<file path="src/sv/dfre_pkg.sv">
`timescale 1ns / 1ps
// dfre_pkg: shared types, codes and helpers of the deferred-format record encoder.
// No dependencies; imported by dfre_front, dfre_back, the top level and dfre_checker.
package dfre_pkg;

   localparam int SPEC_MAX_DEFAULT    = 16;
   localparam int LENGTH_BITS_DEFAULT = 16;
   localparam int DRAIN_W             = 7;
   localparam int CMD_DEPTH           = 2;
   localparam int RSP_DEPTH           = 2;

   localparam logic [1:0] OP_FMT = 2'd0;
   localparam logic [1:0] OP_ARG = 2'd1;
   localparam logic [1:0] OP_STR = 2'd2;

   localparam logic [7:0] CH_NUL     = 8'h00;
   localparam logic [7:0] CH_PCT     = 8'h25;
   localparam logic [7:0] CH_STAR    = 8'h2a;
   localparam logic [7:0] CH_H       = 8'h68;
   localparam logic [7:0] CH_C       = 8'h63;
   localparam logic [7:0] CH_S       = 8'h73;
   localparam logic [7:0] CH_E_LO    = 8'h65;
   localparam logic [7:0] CH_E_UP    = 8'h45;
   localparam logic [7:0] CH_F_LO    = 8'h66;
   localparam logic [7:0] CH_F_UP    = 8'h46;
   localparam logic [7:0] CH_G_LO    = 8'h67;
   localparam logic [7:0] CH_G_UP    = 8'h47;
   localparam logic [7:0] CH_D       = 8'h64;
   localparam logic [7:0] CH_I       = 8'h69;
   localparam logic [7:0] CH_O       = 8'h6f;
   localparam logic [7:0] CH_X_LO    = 8'h78;
   localparam logic [7:0] CH_X_UP    = 8'h58;
   localparam logic [7:0] CH_U       = 8'h75;
   localparam logic [7:0] SHORT_MARK = 8'h80;

   localparam logic [2:0] INT_BYTES_WORD = 3'd4;
   localparam logic [2:0] INT_BYTES_HALF = 3'd2;
   localparam logic [2:0] INT_BYTES_ONE  = 3'd1;
   localparam logic [2:0] FLOAT_BYTES    = 3'd4;

   localparam logic [15:0] SHOWN_LEN_MAX = 16'hffff;

   typedef enum logic [2:0] {
      M_LIT,
      M_SPEC,
      M_ARG_CHAR,
      M_ARG_FLOAT,
      M_ARG_INT,
      M_ARG_STAR,
      M_STR_BARE,
      M_STR_FULL
   } mode_type;

   typedef enum logic [2:0] {
      B_IDLE,
      B_READ,
      B_DRAIN,
      B_HEAD,
      B_ARG,
      B_LEN
   } back_state_type;

   typedef struct packed {
      logic [1:0]  op;
      logic [7:0]  in_char;
      logic [31:0] arg_value;
   } req_type;

   typedef struct packed {
      logic [7:0]  out_byte;
      logic        is_length;
      logic [15:0] record_length;
      logic [1:0]  expect_next;
      logic        spec_overflow;
      logic        protocol_error;
      logic        last;
   } rsp_type;

   // one transaction's worth of work for the back end:
   // spec drain, optional head byte, argument bytes, optional length
   typedef struct packed {
      logic [DRAIN_W-1:0] drain;
      logic               has_head;
      logic [7:0]         head;
      logic [2:0]         nargs;
      logic [31:0]        arg;
      logic               has_len;
      logic               ovf;
      logic               perr;
      logic [1:0]         expect_next;
   } cmd_type;

   function automatic logic [1:0] expected_kind(input mode_type m);
      logic [1:0] k;
      if (m == M_LIT || m == M_SPEC) begin
         k = OP_FMT;
      end else if (m == M_STR_BARE || m == M_STR_FULL) begin
         k = OP_STR;
      end else begin
         k = OP_ARG;
      end
      return k;
   endfunction

   function automatic logic is_float_conv(input logic [7:0] ch);
      return ch == CH_E_LO || ch == CH_E_UP || ch == CH_F_LO || ch == CH_F_UP ||
             ch == CH_G_LO || ch == CH_G_UP;
   endfunction

   function automatic logic is_int_conv(input logic [7:0] ch);
      return ch == CH_D || ch == CH_I || ch == CH_O || ch == CH_X_LO ||
             ch == CH_X_UP || ch == CH_U;
   endfunction

endpackage

</file>
<file path="src/sv/dfre_ram.sv">
`timescale 1ns / 1ps
// dfre_ram: generic single-write, single-read RAM with registered read data.
// No dependencies.
module dfre_ram #(
   parameter int WIDTH = 8,
   parameter int DEPTH = 16
) (
   input  logic                     clock,
   input  logic                     wr_en,
   input  logic [$clog2(DEPTH)-1:0] wr_addr,
   input  logic [WIDTH-1:0]         wr_data,
   input  logic                     rd_en,
   input  logic [$clog2(DEPTH)-1:0] rd_addr,
   output logic [WIDTH-1:0]         rd_data
);

   logic [WIDTH-1:0] mem_ff [DEPTH];
   logic [WIDTH-1:0] rd_data_ff;

   always_ff @(posedge clock) begin
      if (wr_en) begin
         mem_ff[wr_addr] <= wr_data;
      end
      if (rd_en) begin
         rd_data_ff <= mem_ff[rd_addr];
      end
   end

   assign rd_data = rd_data_ff;

endmodule

</file>
<file path="src/sv/dfre_fifo.sv">
`timescale 1ns / 1ps
// dfre_fifo: small register FIFO used for the command queue and the result queue.
// No dependencies.
module dfre_fifo #(
   parameter int WIDTH = 8,
   parameter int DEPTH = 2
) (
   input  logic             clock,
   input  logic             reset,
   input  logic             push,
   input  logic [WIDTH-1:0] push_data,
   output logic             full,
   input  logic             pop,
   output logic [WIDTH-1:0] pop_data,
   output logic             empty
);

   localparam int PW = $clog2(DEPTH);
   localparam int CW = $clog2(DEPTH + 1);

   logic [WIDTH-1:0] mem_ff [DEPTH];
   logic [PW-1:0]    wr_ptr_ff, wr_ptr_in;
   logic [PW-1:0]    rd_ptr_ff, rd_ptr_in;
   logic [CW-1:0]    count_ff, count_in;
   logic             do_push, do_pop;

   assign full     = count_ff == CW'(DEPTH);
   assign empty    = count_ff == '0;
   assign do_push  = push && !full;
   assign do_pop   = pop && !empty;
   assign pop_data = mem_ff[rd_ptr_ff];

   always_comb begin
      wr_ptr_in = wr_ptr_ff;
      rd_ptr_in = rd_ptr_ff;
      count_in  = count_ff;
      if (do_push) begin
         wr_ptr_in = (wr_ptr_ff == PW'(DEPTH - 1)) ? '0 : wr_ptr_ff + 1'b1;
      end
      if (do_pop) begin
         rd_ptr_in = (rd_ptr_ff == PW'(DEPTH - 1)) ? '0 : rd_ptr_ff + 1'b1;
      end
      if (do_push && !do_pop) begin
         count_in = count_ff + 1'b1;
      end else if (do_pop && !do_push) begin
         count_in = count_ff - 1'b1;
      end
   end

   always_ff @(posedge clock) begin
      if (reset) begin
         wr_ptr_ff <= '0;
         rd_ptr_ff <= '0;
         count_ff  <= '0;
      end else begin
         wr_ptr_ff <= wr_ptr_in;
         rd_ptr_ff <= rd_ptr_in;
         count_ff  <= count_in;
      end
   end

   always_ff @(posedge clock) begin
      if (do_push) begin
         mem_ff[wr_ptr_ff] <= push_data;
      end
   end

endmodule

</file>
<file path="src/sv/dfre_front.sv">
`timescale 1ns / 1ps
// dfre_front: accepts format/argument/string transactions, tracks the format mode,
// buffers spec characters and issues commands. Depends on dfre_pkg.
module dfre_front
   import dfre_pkg::*;
#(
   parameter int SPEC_MAX = SPEC_MAX_DEFAULT
) (
   input  logic                        clock,
   input  logic                        reset,
   input  logic                        push,
   output logic                        full,
   input  req_type                     req_data,
   output logic                        cmd_push,
   output cmd_type                     cmd_data,
   input  logic                        cmd_full,
   input  logic                        drain_done,
   output logic                        spec_wr_en,
   output logic [$clog2(SPEC_MAX)-1:0] spec_wr_addr,
   output logic [7:0]                  spec_wr_data
);

   localparam int AW = $clog2(SPEC_MAX);
   localparam int CW = $clog2(SPEC_MAX + 1);

   mode_type      mode_ff, mode_in;
   logic [CW-1:0] cnt_ff, cnt_in;
   logic [7:0]    prev_ff, prev_in;
   logic [7:0]    prev2_ff, prev2_in;
   logic [7:0]    conv_ff, conv_in;
   logic [2:0]    ib_ff, ib_in;
   logic          ovf_ff, ovf_in;
   logic          perr_ff, perr_in;
   logic          pend_ff, pend_in;
   logic          accept;
   logic          bare;
   logic [7:0]    ch;
   cmd_type       cmd;

   assign ch     = req_data.in_char;
   assign bare   = prev_ff == CH_PCT;
   // while a spec drain is outstanding the spec buffer must not be rewritten
   assign full   = cmd_full || (pend_ff && (mode_ff == M_LIT || mode_ff == M_SPEC));
   assign accept = push && !full;

   always_comb begin
      mode_in      = mode_ff;
      cnt_in       = cnt_ff;
      prev_in      = prev_ff;
      prev2_in     = prev2_ff;
      conv_in      = conv_ff;
      ib_in        = ib_ff;
      ovf_in       = ovf_ff;
      perr_in      = perr_ff;
      spec_wr_en   = 1'b0;
      spec_wr_addr = cnt_ff[AW-1:0];
      spec_wr_data = ch;
      cmd          = '0;
      cmd.arg      = req_data.arg_value;
      cmd.ovf      = ovf_ff;
      cmd.perr     = perr_ff;
      if (accept) begin
         if (req_data.op != expected_kind(mode_ff)) begin
            perr_in = 1'b1;
         end else begin
            unique case (mode_ff)
               M_LIT: begin
                  if (ch == CH_NUL) begin
                     cmd.has_len = 1'b1;
                     cnt_in      = '0;
                     ovf_in      = 1'b0;
                     perr_in     = 1'b0;
                  end else if (ch == CH_PCT) begin
                     spec_wr_en   = 1'b1;
                     spec_wr_addr = '0;
                     cnt_in       = CW'(1);
                     prev2_in     = CH_NUL;
                     prev_in      = ch;
                     mode_in      = M_SPEC;
                  end else begin
                     cmd.has_head = 1'b1;
                     cmd.head     = ch;
                  end
               end
               M_SPEC: begin
                  prev2_in = prev_ff;
                  prev_in  = ch;
                  priority if (ch == CH_C || ch == CH_S) begin
                     if (!bare) begin
                        cmd.drain    = DRAIN_W'(cnt_ff);
                        cmd.has_head = 1'b1;
                        cmd.head     = ch;
                     end
                     cnt_in = '0;
                     if (ch == CH_C) begin
                        mode_in = M_ARG_CHAR;
                     end else begin
                        mode_in = bare ? M_STR_BARE : M_STR_FULL;
                     end
                  end else if (is_float_conv(ch)) begin
                     cmd.drain    = DRAIN_W'(cnt_ff);
                     cmd.has_head = 1'b1;
                     cmd.head     = ch;
                     cnt_in       = '0;
                     mode_in      = M_ARG_FLOAT;
                  end else if (is_int_conv(ch)) begin
                     if (prev_ff == CH_H) begin
                        ib_in = (prev2_ff == CH_H) ? INT_BYTES_ONE : INT_BYTES_HALF;
                     end else begin
                        ib_in = INT_BYTES_WORD;
                     end
                     conv_in   = ch;
                     cmd.drain = DRAIN_W'(cnt_ff);
                     cnt_in    = '0;
                     mode_in   = M_ARG_INT;
                  end else if (ch == CH_PCT || ch == CH_STAR) begin
                     cmd.drain    = DRAIN_W'(cnt_ff);
                     cmd.has_head = 1'b1;
                     cmd.head     = ch;
                     cnt_in       = '0;
                     mode_in      = (ch == CH_PCT) ? M_LIT : M_ARG_STAR;
                  end else if (ch == CH_NUL) begin
                     cmd.has_head = 1'b1;
                     cmd.head     = CH_NUL;
                     cmd.has_len  = 1'b1;
                     cnt_in       = '0;
                     ovf_in       = 1'b0;
                     perr_in      = 1'b0;
                     mode_in      = M_LIT;
                  end else begin
                     if (cnt_ff < CW'(SPEC_MAX)) begin
                        spec_wr_en = 1'b1;
                        cnt_in     = cnt_ff + 1'b1;
                     end else begin
                        ovf_in = 1'b1;
                     end
                  end
               end
               M_ARG_CHAR, M_ARG_STAR: begin
                  cmd.has_head = 1'b1;
                  cmd.head     = req_data.arg_value[7:0];
                  mode_in      = (mode_ff == M_ARG_STAR) ? M_SPEC : M_LIT;
               end
               M_ARG_FLOAT: begin
                  cmd.nargs = FLOAT_BYTES;
                  mode_in   = M_LIT;
               end
               M_ARG_INT: begin
                  cmd.has_head = 1'b1;
                  if (req_data.arg_value[31:8] == '0) begin
                     cmd.head  = conv_ff + SHORT_MARK;
                     cmd.nargs = INT_BYTES_ONE;
                  end else begin
                     cmd.head  = conv_ff;
                     cmd.nargs = ib_ff;
                  end
                  mode_in = M_LIT;
               end
               M_STR_BARE, M_STR_FULL: begin
                  if (ch != CH_NUL) begin
                     cmd.has_head = 1'b1;
                     cmd.head     = ch;
                  end else begin
                     cmd.has_head = mode_ff == M_STR_FULL;
                     cmd.head     = CH_NUL;
                     mode_in      = M_LIT;
                  end
               end
            endcase
         end
      end
      cmd.expect_next = expected_kind(mode_in);
   end

   assign cmd_data = cmd;
   assign cmd_push = accept &&
                     (cmd.drain != '0 || cmd.has_head || cmd.nargs != '0 || cmd.has_len);

   always_comb begin
      pend_in = pend_ff;
      if (drain_done) begin
         pend_in = 1'b0;
      end
      if (cmd_push && cmd.drain != '0) begin
         pend_in = 1'b1;
      end
   end

   always_ff @(posedge clock) begin
      if (reset) begin
         mode_ff  <= M_LIT;
         cnt_ff   <= '0;
         prev_ff  <= CH_NUL;
         prev2_ff <= CH_NUL;
         conv_ff  <= CH_NUL;
         ib_ff    <= INT_BYTES_WORD;
         ovf_ff   <= 1'b0;
         perr_ff  <= 1'b0;
         pend_ff  <= 1'b0;
      end else begin
         mode_ff  <= mode_in;
         cnt_ff   <= cnt_in;
         prev_ff  <= prev_in;
         prev2_ff <= prev2_in;
         conv_ff  <= conv_in;
         ib_ff    <= ib_in;
         ovf_ff   <= ovf_in;
         perr_ff  <= perr_in;
         pend_ff  <= pend_in;
      end
   end

endmodule

</file>
<file path="src/sv/dfre_back.sv">
`timescale 1ns / 1ps
// dfre_back: executes queued commands, drains the spec buffer, serializes argument
// bytes and keeps the record byte count. Depends on dfre_pkg.
module dfre_back
   import dfre_pkg::*;
#(
   parameter int SPEC_MAX    = SPEC_MAX_DEFAULT,
   parameter int LENGTH_BITS = LENGTH_BITS_DEFAULT
) (
   input  logic                        clock,
   input  logic                        reset,
   input  logic                        cmd_empty,
   output logic                        cmd_pop,
   input  cmd_type                     cmd_data,
   output logic                        rd_en,
   output logic [$clog2(SPEC_MAX)-1:0] rd_addr,
   input  logic [7:0]                  rd_data,
   output logic                        rsp_push,
   output rsp_type                     rsp_data,
   input  logic                        rsp_full,
   output logic                        drain_done
);

   localparam int AW = $clog2(SPEC_MAX);
   localparam int CW = $clog2(SPEC_MAX + 1);

   back_state_type         state_ff, state_in;
   cmd_type                cur_ff, cur_in;
   logic [CW-1:0]          idx_ff, idx_in;
   logic [1:0]             argi_ff, argi_in;
   logic [LENGTH_BITS-1:0] count_ff, count_in;
   logic [LENGTH_BITS-1:0] count_inc;
   logic                   drain_last;
   logic                   arg_last;
   back_state_type         after_head;
   back_state_type         after_drain;
   back_state_type         first_state;

   function automatic logic [15:0] shown_len(input logic [LENGTH_BITS-1:0] v);
      logic [31:0] w;
      w = 32'(v);
      return (w > 32'(SHOWN_LEN_MAX)) ? SHOWN_LEN_MAX : w[15:0];
   endfunction

   assign count_inc  = (count_ff == '1) ? count_ff : count_ff + 1'b1;
   assign drain_last = idx_ff == cur_ff.drain[CW-1:0] - 1'b1;
   assign arg_last   = 3'(argi_ff) + 3'd1 == cur_ff.nargs;
   assign after_head = (cur_ff.nargs != '0) ? B_ARG : (cur_ff.has_len ? B_LEN : B_IDLE);
   assign after_drain = cur_ff.has_head ? B_HEAD : after_head;

   always_comb begin
      if (cmd_data.drain != '0) begin
         first_state = B_READ;
      end else if (cmd_data.has_head) begin
         first_state = B_HEAD;
      end else if (cmd_data.nargs != '0) begin
         first_state = B_ARG;
      end else begin
         first_state = B_LEN;
      end
   end

   always_comb begin
      state_in = state_ff;
      unique case (state_ff)
         B_IDLE: begin
            if (!cmd_empty) begin
               state_in = first_state;
            end
         end
         B_READ: begin
            state_in = B_DRAIN;
         end
         B_DRAIN: begin
            if (!rsp_full) begin
               state_in = drain_last ? after_drain : B_READ;
            end
         end
         B_HEAD: begin
            if (!rsp_full) begin
               state_in = after_head;
            end
         end
         B_ARG: begin
            if (!rsp_full && arg_last) begin
               state_in = cur_ff.has_len ? B_LEN : B_IDLE;
            end
         end
         B_LEN: begin
            if (!rsp_full) begin
               state_in = B_IDLE;
            end
         end
         default: begin
            state_in = B_IDLE;
         end
      endcase
   end

   always_comb begin
      cmd_pop                 = 1'b0;
      rd_en                   = 1'b0;
      rd_addr                 = idx_ff[AW-1:0];
      rsp_push                = 1'b0;
      drain_done              = 1'b0;
      cur_in                  = cur_ff;
      idx_in                  = idx_ff;
      argi_in                 = argi_ff;
      count_in                = count_ff;
      rsp_data.out_byte       = CH_NUL;
      rsp_data.is_length      = 1'b0;
      rsp_data.record_length  = shown_len(count_inc);
      rsp_data.expect_next    = cur_ff.expect_next;
      rsp_data.spec_overflow  = cur_ff.ovf;
      rsp_data.protocol_error = cur_ff.perr;
      rsp_data.last           = 1'b0;
      unique case (state_ff)
         B_IDLE: begin
            cmd_pop = !cmd_empty;
            cur_in  = cmd_data;
            idx_in  = '0;
            argi_in = '0;
         end
         B_READ: begin
            rd_en = 1'b1;
         end
         B_DRAIN: begin
            rsp_push          = !rsp_full;
            rsp_data.out_byte = rd_data;
            rsp_data.last     = drain_last && !cur_ff.has_head && cur_ff.nargs == '0 &&
                                !cur_ff.has_len;
            if (!rsp_full) begin
               count_in   = count_inc;
               idx_in     = drain_last ? '0 : idx_ff + 1'b1;
               drain_done = drain_last;
            end
         end
         B_HEAD: begin
            rsp_push          = !rsp_full;
            rsp_data.out_byte = cur_ff.head;
            rsp_data.last     = cur_ff.nargs == '0 && !cur_ff.has_len;
            if (!rsp_full) begin
               count_in = count_inc;
            end
         end
         B_ARG: begin
            rsp_push          = !rsp_full;
            rsp_data.out_byte = cur_ff.arg[argi_ff*8 +: 8];
            rsp_data.last     = arg_last && !cur_ff.has_len;
            if (!rsp_full) begin
               count_in = count_inc;
               argi_in  = argi_ff + 1'b1;
            end
         end
         B_LEN: begin
            rsp_push               = !rsp_full;
            rsp_data.is_length     = 1'b1;
            rsp_data.record_length = shown_len(count_ff);
            rsp_data.last          = 1'b1;
            if (!rsp_full) begin
               count_in = '0;
            end
         end
         default: begin
            cmd_pop = 1'b0;
         end
      endcase
   end

   always_ff @(posedge clock) begin
      if (reset) begin
         state_ff <= B_IDLE;
         idx_ff   <= '0;
         argi_ff  <= '0;
         count_ff <= '0;
      end else begin
         state_ff <= state_in;
         idx_ff   <= idx_in;
         argi_ff  <= argi_in;
         count_ff <= count_in;
      end
   end

   always_ff @(posedge clock) begin
      cur_ff <= cur_in;
   end

endmodule

</file>
<file path="src/sv/deferred_format_record_encoder.sv">
`timescale 1ns / 1ps
// Deferred-format record encoder, top level: front end, spec buffer RAM, command
// queue, back end and result queue. Depends on dfre_pkg, dfre_front, dfre_ram,
// dfre_fifo and dfre_back. A literal result passes the command queue, back end and
// result queue. The back end takes an idle state per command and one state per result
// (a read and a drain state per spec byte, bound by the registered spec RAM read).
// Reset: synchronous, active high; clears mode, counters, flags and both queues.
module deferred_format_record_encoder
   import dfre_pkg::*;
#(
   parameter int SPEC_MAX    = SPEC_MAX_DEFAULT,
   parameter int LENGTH_BITS = LENGTH_BITS_DEFAULT
) (
   input  logic    clock,
   input  logic    reset,
   input  logic    push,
   output logic    full,
   input  req_type req_data,
   output logic    empty,
   input  logic    pop,
   output rsp_type rsp_data
);

   localparam int AW = $clog2(SPEC_MAX);

   logic          cmd_push, cmd_full, cmd_pop, cmd_empty;
   cmd_type       cmd_in_data, cmd_out_data;
   logic          drain_done;
   logic          spec_wr_en, spec_rd_en;
   logic [AW-1:0] spec_wr_addr, spec_rd_addr;
   logic [7:0]    spec_wr_data, spec_rd_data;
   logic          rsp_push, rsp_full;
   rsp_type       rsp_in_data;

   dfre_front #(
      .SPEC_MAX(SPEC_MAX)
   ) u_front (
      .clock       (clock),
      .reset       (reset),
      .push        (push),
      .full        (full),
      .req_data    (req_data),
      .cmd_push    (cmd_push),
      .cmd_data    (cmd_in_data),
      .cmd_full    (cmd_full),
      .drain_done  (drain_done),
      .spec_wr_en  (spec_wr_en),
      .spec_wr_addr(spec_wr_addr),
      .spec_wr_data(spec_wr_data)
   );

   dfre_ram #(
      .WIDTH(8),
      .DEPTH(SPEC_MAX)
   ) u_spec_ram (
      .clock  (clock),
      .wr_en  (spec_wr_en),
      .wr_addr(spec_wr_addr),
      .wr_data(spec_wr_data),
      .rd_en  (spec_rd_en),
      .rd_addr(spec_rd_addr),
      .rd_data(spec_rd_data)
   );

   dfre_fifo #(
      .WIDTH($bits(cmd_type)),
      .DEPTH(CMD_DEPTH)
   ) u_cmd_q (
      .clock    (clock),
      .reset    (reset),
      .push     (cmd_push),
      .push_data(cmd_in_data),
      .full     (cmd_full),
      .pop      (cmd_pop),
      .pop_data (cmd_out_data),
      .empty    (cmd_empty)
   );

   dfre_back #(
      .SPEC_MAX   (SPEC_MAX),
      .LENGTH_BITS(LENGTH_BITS)
   ) u_back (
      .clock     (clock),
      .reset     (reset),
      .cmd_empty (cmd_empty),
      .cmd_pop   (cmd_pop),
      .cmd_data  (cmd_out_data),
      .rd_en     (spec_rd_en),
      .rd_addr   (spec_rd_addr),
      .rd_data   (spec_rd_data),
      .rsp_push  (rsp_push),
      .rsp_data  (rsp_in_data),
      .rsp_full  (rsp_full),
      .drain_done(drain_done)
   );

   dfre_fifo #(
      .WIDTH($bits(rsp_type)),
      .DEPTH(RSP_DEPTH)
   ) u_rsp_q (
      .clock    (clock),
      .reset    (reset),
      .push     (rsp_push),
      .push_data(rsp_in_data),
      .full     (rsp_full),
      .pop      (pop),
      .pop_data (rsp_data),
      .empty    (empty)
   );

endmodule

</file>
<file path="config.mk">
export PLATFORM = sky130hd
export DESIGN_NAME = deferred_format_record_encoder
export DESIGN_NICKNAME = d
export VERILOG_FILES = /design/src/sv/dfre_pkg.sv /design/src/sv/dfre_ram.sv /design/src/sv/dfre_fifo.sv /design/src/sv/dfre_front.sv /design/src/sv/dfre_back.sv /design/src/sv/deferred_format_record_encoder.sv
export SDC_FILE = /design/constraint.sdc
export NUM_CORES = 1
export LEC_CHECK = 0
export ABC_AREA = 1
export ABC_CLOCK_PERIOD_IN_PS = 7900
export BUFFER_PORTS_ARGS = -buffer_cell sky130_fd_sc_hd__buf_4
export CAP_MARGIN = 20
export CORE_UTILIZATION = 56
export DETAILED_ROUTE_END_ITERATION = 12
export HOLD_SLACK_MARGIN = 0.15
export PLACE_DENSITY = 0.73
export SYNTH_ARGS = -nofsm -noshare
export SYNTH_HDL_FRONTEND = slang
export SYNTH_SLANG_ARGS = --single-unit
export TNS_END_PERCENT = 1
</file>
<file path="constraint.sdc">
create_clock -name clock -period 7.9 [get_ports clock]
set_input_delay 0.395 -clock clock [delete_from_list [all_inputs] [get_ports clock]]
set_output_delay 0.395 -clock clock [all_outputs]
set_load 0.005 [all_outputs]
</file>
Yosys cells after proc, flatten, opt, wreduce, memory -nomap -nowiden
Memories as Yosys holds them, arrays and structs flattened. A register that Yosys moved wholly into a read port is not among the register bits. Index checks and enable logic that the tools add are counted.

$add $sub $neg: 15. Multiply operators: 0. Divide/modulo/power cells: 0. Magnitude comparators: 1. Equality and inequality tests: 61. Shift-type cells: 1. Muxes and demuxes: 143. Bitwise gates (word level): 3. Reduce and logical (&&, ||, !) cells: 85.

Operators with widths (count): $eq A8 B7 Y1 const B (16); $mux W16 (5); $mux W3 (24); $mux W5 (11); $mux W1 (54); $mux W9 (6); $pmux W9 S5 (1); $mux W19 (2); $mux W8 (4); $pmux W16 S2 (1); $pmux W8 S2 (2); $shiftx A32 B6 Y8 (1); $ne A2 B2 Y1 const B (13); $eq A3 B3 Y1 const B (8); $eq A8 B6 Y1 const B (3); $logic_not A24 Y1 (1); $pmux W8 S3 (1); $mux W2 (11); $logic_or A1 B1 Y1 (20); $mux W4 (5); $pmux W5 S2 (2); $logic_and A1 B1 Y1 (18); $ne A3 B3 Y1 const B (6); $pmux W3 S6 (1); other kinds (44) (93).

Flip-flop bits (word level): 126. Latch bits: 0. Bits in writable memories: 300. ROM bits: 0. Output and inout bits: 32. Memories: 3.

Memory list: u_spec_ram.mem_ff (words 16, width 8, rd ports 1, clocked after memory_dff 1, wr ports 1, line dfre_ram.sv:17) `logic [WIDTH-1:0] mem_ff [DEPTH];`; u_cmd_q.mem_ff (words 2, width 56, rd ports 1, clocked after memory_dff 1, wr ports 1, line dfre_fifo.sv:21) `logic [WIDTH-1:0] mem_ff [DEPTH];`; u_rsp_q.mem_ff (words 2, width 30, rd ports 1, clocked after memory_dff 1, wr ports 1, line dfre_fifo.sv:21).

Depth between registers and ports, before layout
Depth in word-level cells: 22. Gate-level depth with buffers: 18.

Cells and area by module
From an unflattened synthesis, not the netlist that was laid out.

Cell total of the unflattened synthesis: 1866. Area, all modules: 19899.1 um^2.

By module, submodules not included: dfre_ram (instances 1, cells an instance 551, area an instance 5846.9 um^2, seq. area each 4083.9 um^2); dfre_fifo (u_cmd_q) (instances 1, cells an instance 211, area an instance 4451.8 um^2, seq. area each 3463.3 um^2); dfre_back (instances 1, cells an instance 482, area an instance 4119.0 um^2, seq. area each 2142.1 um^2); dfre_front (instances 1, cells an instance 492, area an instance 3066.7 um^2, seq. area each 760.7 um^2); dfre_fifo (u_rsp_q) (instances 1, cells an instance 130, area an instance 2414.8 um^2, seq. area each 1901.8 um^2).

Least setup slack after synthesis
No wires, ideal clock.

Path kind: reg2reg. Start: reg u_back.state_ff[1]. End: reg u_cmd_q.count_ff[1]. Library setup time: 0.122 ns. Data arrival time: 4.491 ns. Required time: 7.778 ns. Path slack: 3.287 ns. Cell stages (with the launch flop): 10. Path buffers: 0. Cells stage by stage: dfxtp_1 > nor2_1 > inv_1 > nor2_1 > o21ai_0 > ha_1 > a21oi_1 > o21ai_0 > o21ai_0 > a21oi_1.

Longest elaborated chain between the ends: 6. Elaborated cells between the ends (all ways): 8. Those cells by class: 2 x mux; 6 x reduce/logical.

RTL lines: start: declaration (line dfre_back.sv:27) `back_state_type state_ff, state_in;`; start signal: assignment (line dfre_back.sv:177) `state_ff <= state_in;`; $logic_not A3 Y1 (*) (line dfre_back.sv:117) `unique case (state_ff)`; $mux W1 (*) (line dfre_back.sv:117); $logic_and A1 B1 Y1 (*) (line dfre_fifo.sv:30) `assign do_pop = pop && !empty;`; $logic_not A1 Y1 (line dfre_fifo.sv:43) `if (do_push && !do_pop) begin`; $logic_and A1 B1 Y1 (line dfre_fifo.sv:43); $mux W2 or $reduce_bool A2 Y1 (tied branches); end signal: assignment (line dfre_fifo.sv:58) `count_ff <= count_in;`; end: declaration (line dfre_fifo.sv:24) `logic [CW-1:0] count_ff, count_in;`.

Every way passes the cells marked *; elsewhere a longest branch is shown, timed or not. A chain may end at the register's enable or synchronous reset.

Final worst setup path
Start: reg u_front.mode_ff[1]. End: mem u_spec_ram.mem_ff[72][4], in the netlist u_spec_ram.mem_ff[9][4] (enable).

Longest elaborated chain between the ends: 10. Elaborated cells between the ends (all ways): 22. Those cells by class: 4 x eq/ne; 11 x mux; 7 x reduce/logical.

RTL lines: start: declaration (line dfre_front.sv:26) `mode_type mode_ff, mode_in;`; start signal: assignment (line dfre_front.sv:201) `mode_ff <= mode_in;`; $eq A3 B3 Y1 (line dfre_pkg.sv:97) `end else if (m == M_STR_BARE || m == M_STR_FULL) begin`; $logic_or A1 B1 Y1 (line dfre_pkg.sv:97); $mux W2 (line dfre_pkg.sv:97); $mux W2 (line dfre_pkg.sv:95) `if (m == M_LIT || m == M_SPEC) begin`; $mux W2 (line dfre_front.sv:62) `if (accept) begin`; $ne A2 B2 Y1 (line dfre_front.sv:63) `if (req_data.op != expected_kind(mode_ff)) begin`; $mux W1 (line dfre_front.sv:63); $mux W1 (line dfre_front.sv:62); $mux W1 (line dfre_ram.sv:21) `if (wr_en) begin`; $mux W1 (not written as such) (line dfre_ram.sv:22) `mem_ff[wr_addr] <= wr_data;`; end: declaration (line dfre_ram.sv:17).

Several ways; a longest one is shown, not always the timed one. The select of a mux whose other input is x is not followed.

==> run summary <==
status - finished, final reports clean
die height - 183 um
Pint - 0.00443 W
Seq pwr share - 49.1%
Hold Path Origin - req_data[39]
Cells after Synth - 1,677
Pre-antenna DRT Iters - 5
combinational group share of total power - 18.7%
yosys warns - 0
fin area - 21,100 sq um
fmax - 0.303 GHz
unrepaired setup endpoints after global routing - no
arrival time at the worst endpoint - 3440 ps
pin count of the biggest net entering global routing - 71
Tcrit/Tclk final - 41.8%
CTS clk-pin slew, worst paths - 60 ps
H-tree Lvls - 2
switching share of power - 27.8%
total CTS buffers - 43
placed cell areas - 19,400 sq um
leakage - 7.87 nW
residual DRC count - 0
initial antenna violation count - 0
Initial DRC Count - 1,224
post-route setup TNS - 0 ps
global placer's final weighted congestion - 0.866
Max transition margin - 27.3%
Fin. Hold Viols - 0
die footprint - 33,600 sq um
worst hold-check path type - input pin to flip-flop
clock sink count - 432
Vias - 12,600
Setup Crit Path Kind - flip-flop to flip-flop
Seq cells post-synth - 432
worst-margin pin slew - 1090 ps
Tmin final - 3300 ps
worst hold path endpoint - u_spec_ram.mem_ff[11][7]
Rows - 65
Bufs on Longest Clock Path - 3
Pins Over Slew Limit - 0
grt total ovfl - 0
TritonCTS clock tree - done
Max IR drop VDD - 0.174 mV
RR Startpoint - u_front.mode_ff[1]
IO Pins - 78
share of layout cells above drive strength 1 - 13.8%
Port-buffer cells - 77
Yosys cell types - 50
# setup viols final - 0
Ant. Diodes - 0
GRT Overall Usage - 25.1%
CORE AREA - 32,000 sq um
endpoint type of the worst setup path - flip-flop
sequential share of the synthesized area - 66.5%
Max Cap Viol - 0
CTS root buf - clkbuf_16
Die W - 183 um
antenna viol nets, final - 0
Clock Latency Late Sink - 540 ps
Clk pwr share - 32.2%
reg-to-reg slack, setup - 4600 ps
starting density of the core - 57.5%
Psw - 0.00171 W
first-pass GRT wire length - 65.2 mm
vias in the first global route - 12,200
Pwr Density - 291 nW/um^2
syn avg cell area - 11.0 sq um
Final nets - 1,837
Max FO, Critical Path - 17
RR Endpoint - u_spec_ram.mem_ff[9][4]
CP Launch Type - flip-flop
area grow syn2layout - 14.8%
WL final - 41.4 mm
worst path required time - 8040 ps
clk_skew - 31.6 ps
worst hold stages - 1
Vias/cell - 5.61
synthesized area - 18,400 sq um
Detailed Place HPWL - 26.3 mm
Worst Reg-to-Reg Cells - 11
syn nets - 1,731
Setup Buffers After CTS - 0
Routed WL per cell - 18.4 um
-- cells in the final DEF, fill, tap and decap left out, types with 18 or more instances in the layout --
master         instances
a21oi_1               76
buf_4                 90
clkbuf_16             45
dfxtp_1               71
dlygate4sd3_1         32
edfxtp_1             358
inv_1                109
mux2_2                30
mux2i_1               22
nand2_1              364
nand3_1               68
nor2_1               187
o211ai_1              19
o21ai_0              120
o221ai_1              22
o32ai_1               18
-- registers in the layout, summed over array words and instances, names as in the netlist, 2 cells and up, named ones only --
register and flops:
u_front.prev_ff 8, u_rsp_q.mem_ff 60, u_rsp_q.count_ff 2, u_front.prev2_ff 8, u_front.conv_ff 8, u_front.mode_ff 3
u_spec_ram.mem_ff 128, u_front.cnt_ff 5, u_back.argi_ff 2, u_back.state_ff 3, u_back.rsp_data 4, u_spec_ram.rd_data 8
u_back.cur_ff 50, u_cmd_q.count_ff 2, u_back.idx_ff 5, u_front.ib_ff 3, u_cmd_q.mem_ff 108, u_back.count_ff 16
-- logic make-up (layout without fill, tap and decap cells) --
group / Yosys count / count (layout) / synth area share, %
and+or+nand+nor: 694 / 694 / 15.9
DFF: 432 / 432 / 66.5
AOI/OAI and AO/OA: 287 / 287 / 9.27
buffers and inverters: 193 / 333 / 4.13
muxes: 52 / 52 / 3.04
xor gates and xnor gates: 11 / 11 / 0.524
adders and majority gates: 8 / 8 / 0.545
-- per-stage QoR --
step | cells | hold slack, ps | setup slack [ps] | total power (W) | utilization, %
floorplan | 1677 | 419 | 3290 | 0.00375 | -
global placement | 2138 | 427 | 4720 | 0.00412 | 60.6
detailed placement | 2138 | 431 | 4670 | 0.00416 | 60.6
CTS | 2249 | 205 | 4660 | 0.00615 | 65.9
global route | 2252 | 227 | 4340 | 0.00641 | 66.0
finish | 2252 | 223 | 4600 | 0.00614 | 66.0
-- worst max-delay path, cell delays in order (launching register included) --
cell	delay, ps
dfxtp_1	400
inv_2	140
nand2_1	70
nor2_2	580
nand2_1	190
nor2_1	170
nand2_1	60
o21ai_1	120
inv_2	80
nor2_4	160
nand3_2	120
nor2_1	840
-- layer usage --
layer | vias to the layer above | routed length [um] | track usage, % | part of all wire (%)
met5 | - | 0 | 0 | 0
met4 | 0 | 905 | 7.23 | 2.2
met3 | 76 | 2470 | 3.44 | 6.0
met2 | 426 | 19800 | 41.6 | 48
met1 | 6061 | 18300 | 34.8 | 44
li1 | 6077 | - | - | -
-- cells in the mapped netlist, drive strengths merged --
master,instances,area share [%]
nand2,378,8.0
edfxtp,358,58
nor2,207,4.6
inv,127,2.6
o21ai,124,3.4
a21oi,79,2.2
nand3,75,2.3
dfxtp,74,8.1
clkbuf,51,1.0
mux2,30,1.8
mux2i,22,1.2
o221ai,22,1.0
o211ai,19,0.78
o32ai,18,0.86
nor3,14,0.44
buf,13,0.44
nand4,10,0.34
a22oi,8,0.33
ha,8,0.54
xnor2,6,0.29
xor2,5,0.24
a211oi,4,0.16
nor4,4,0.14
or2,4,0.14
o22ai,3,0.10
a21o,2,0.082
a31oi,2,0.068
clkinv,2,0.041
o21a,2,0.082
o31ai,2,0.082
a311oi,1,0.048
and2,1,0.034
nand3b,1,0.041
o311ai,1,0.048
-- power groups by stage --
stage | clock network, W | registers (W) | logic, W
after floorplan | 0 | 0.00299 | 0.000753
after global placement | 0 | 0.00308 | 0.00105
after detailed placement | 0 | 0.00308 | 0.00108
after CTS | 0.00201 | 0.00304 | 0.00110
after global routing | 0.00210 | 0.00303 | 0.00128
final | 0.00198 | 0.00301 | 0.00115
-- what timing repair did --
action	in CTS	in global routing
hold endpoints to repair	64	0
gates resized for setup	0	0
hold buffers	32	0
-- cell type report --
type,instances,area (sq um)
sequential,432,12200
fill,2412,10900
multi-input combinational,1052,5420
clock buffer,58,1190
timing repair buffer,125,1040
tap,435,544
inverter,129,487
clock inverter,21,188
-- worst max path at each step --
stage,start,depth (start not counted),slack [ps],endpoint
floorplan,u_back.state_ff[1],9,3290,u_cmd_q.count_ff[1]
global placement,req_data[39],15,4720,u_spec_ram.mem_ff[11][6]
detailed placement,req_data[35],13,4670,u_spec_ram.mem_ff[15][2]
CTS,u_front.mode_ff[1],11,4660,u_spec_ram.mem_ff[15][4]
global route,u_front.mode_ff[1],11,4340,u_spec_ram.mem_ff[10][4]
finish,u_front.mode_ff[1],11,4600,u_spec_ram.mem_ff[9][4]
Power figures use the tool's default switching activity.
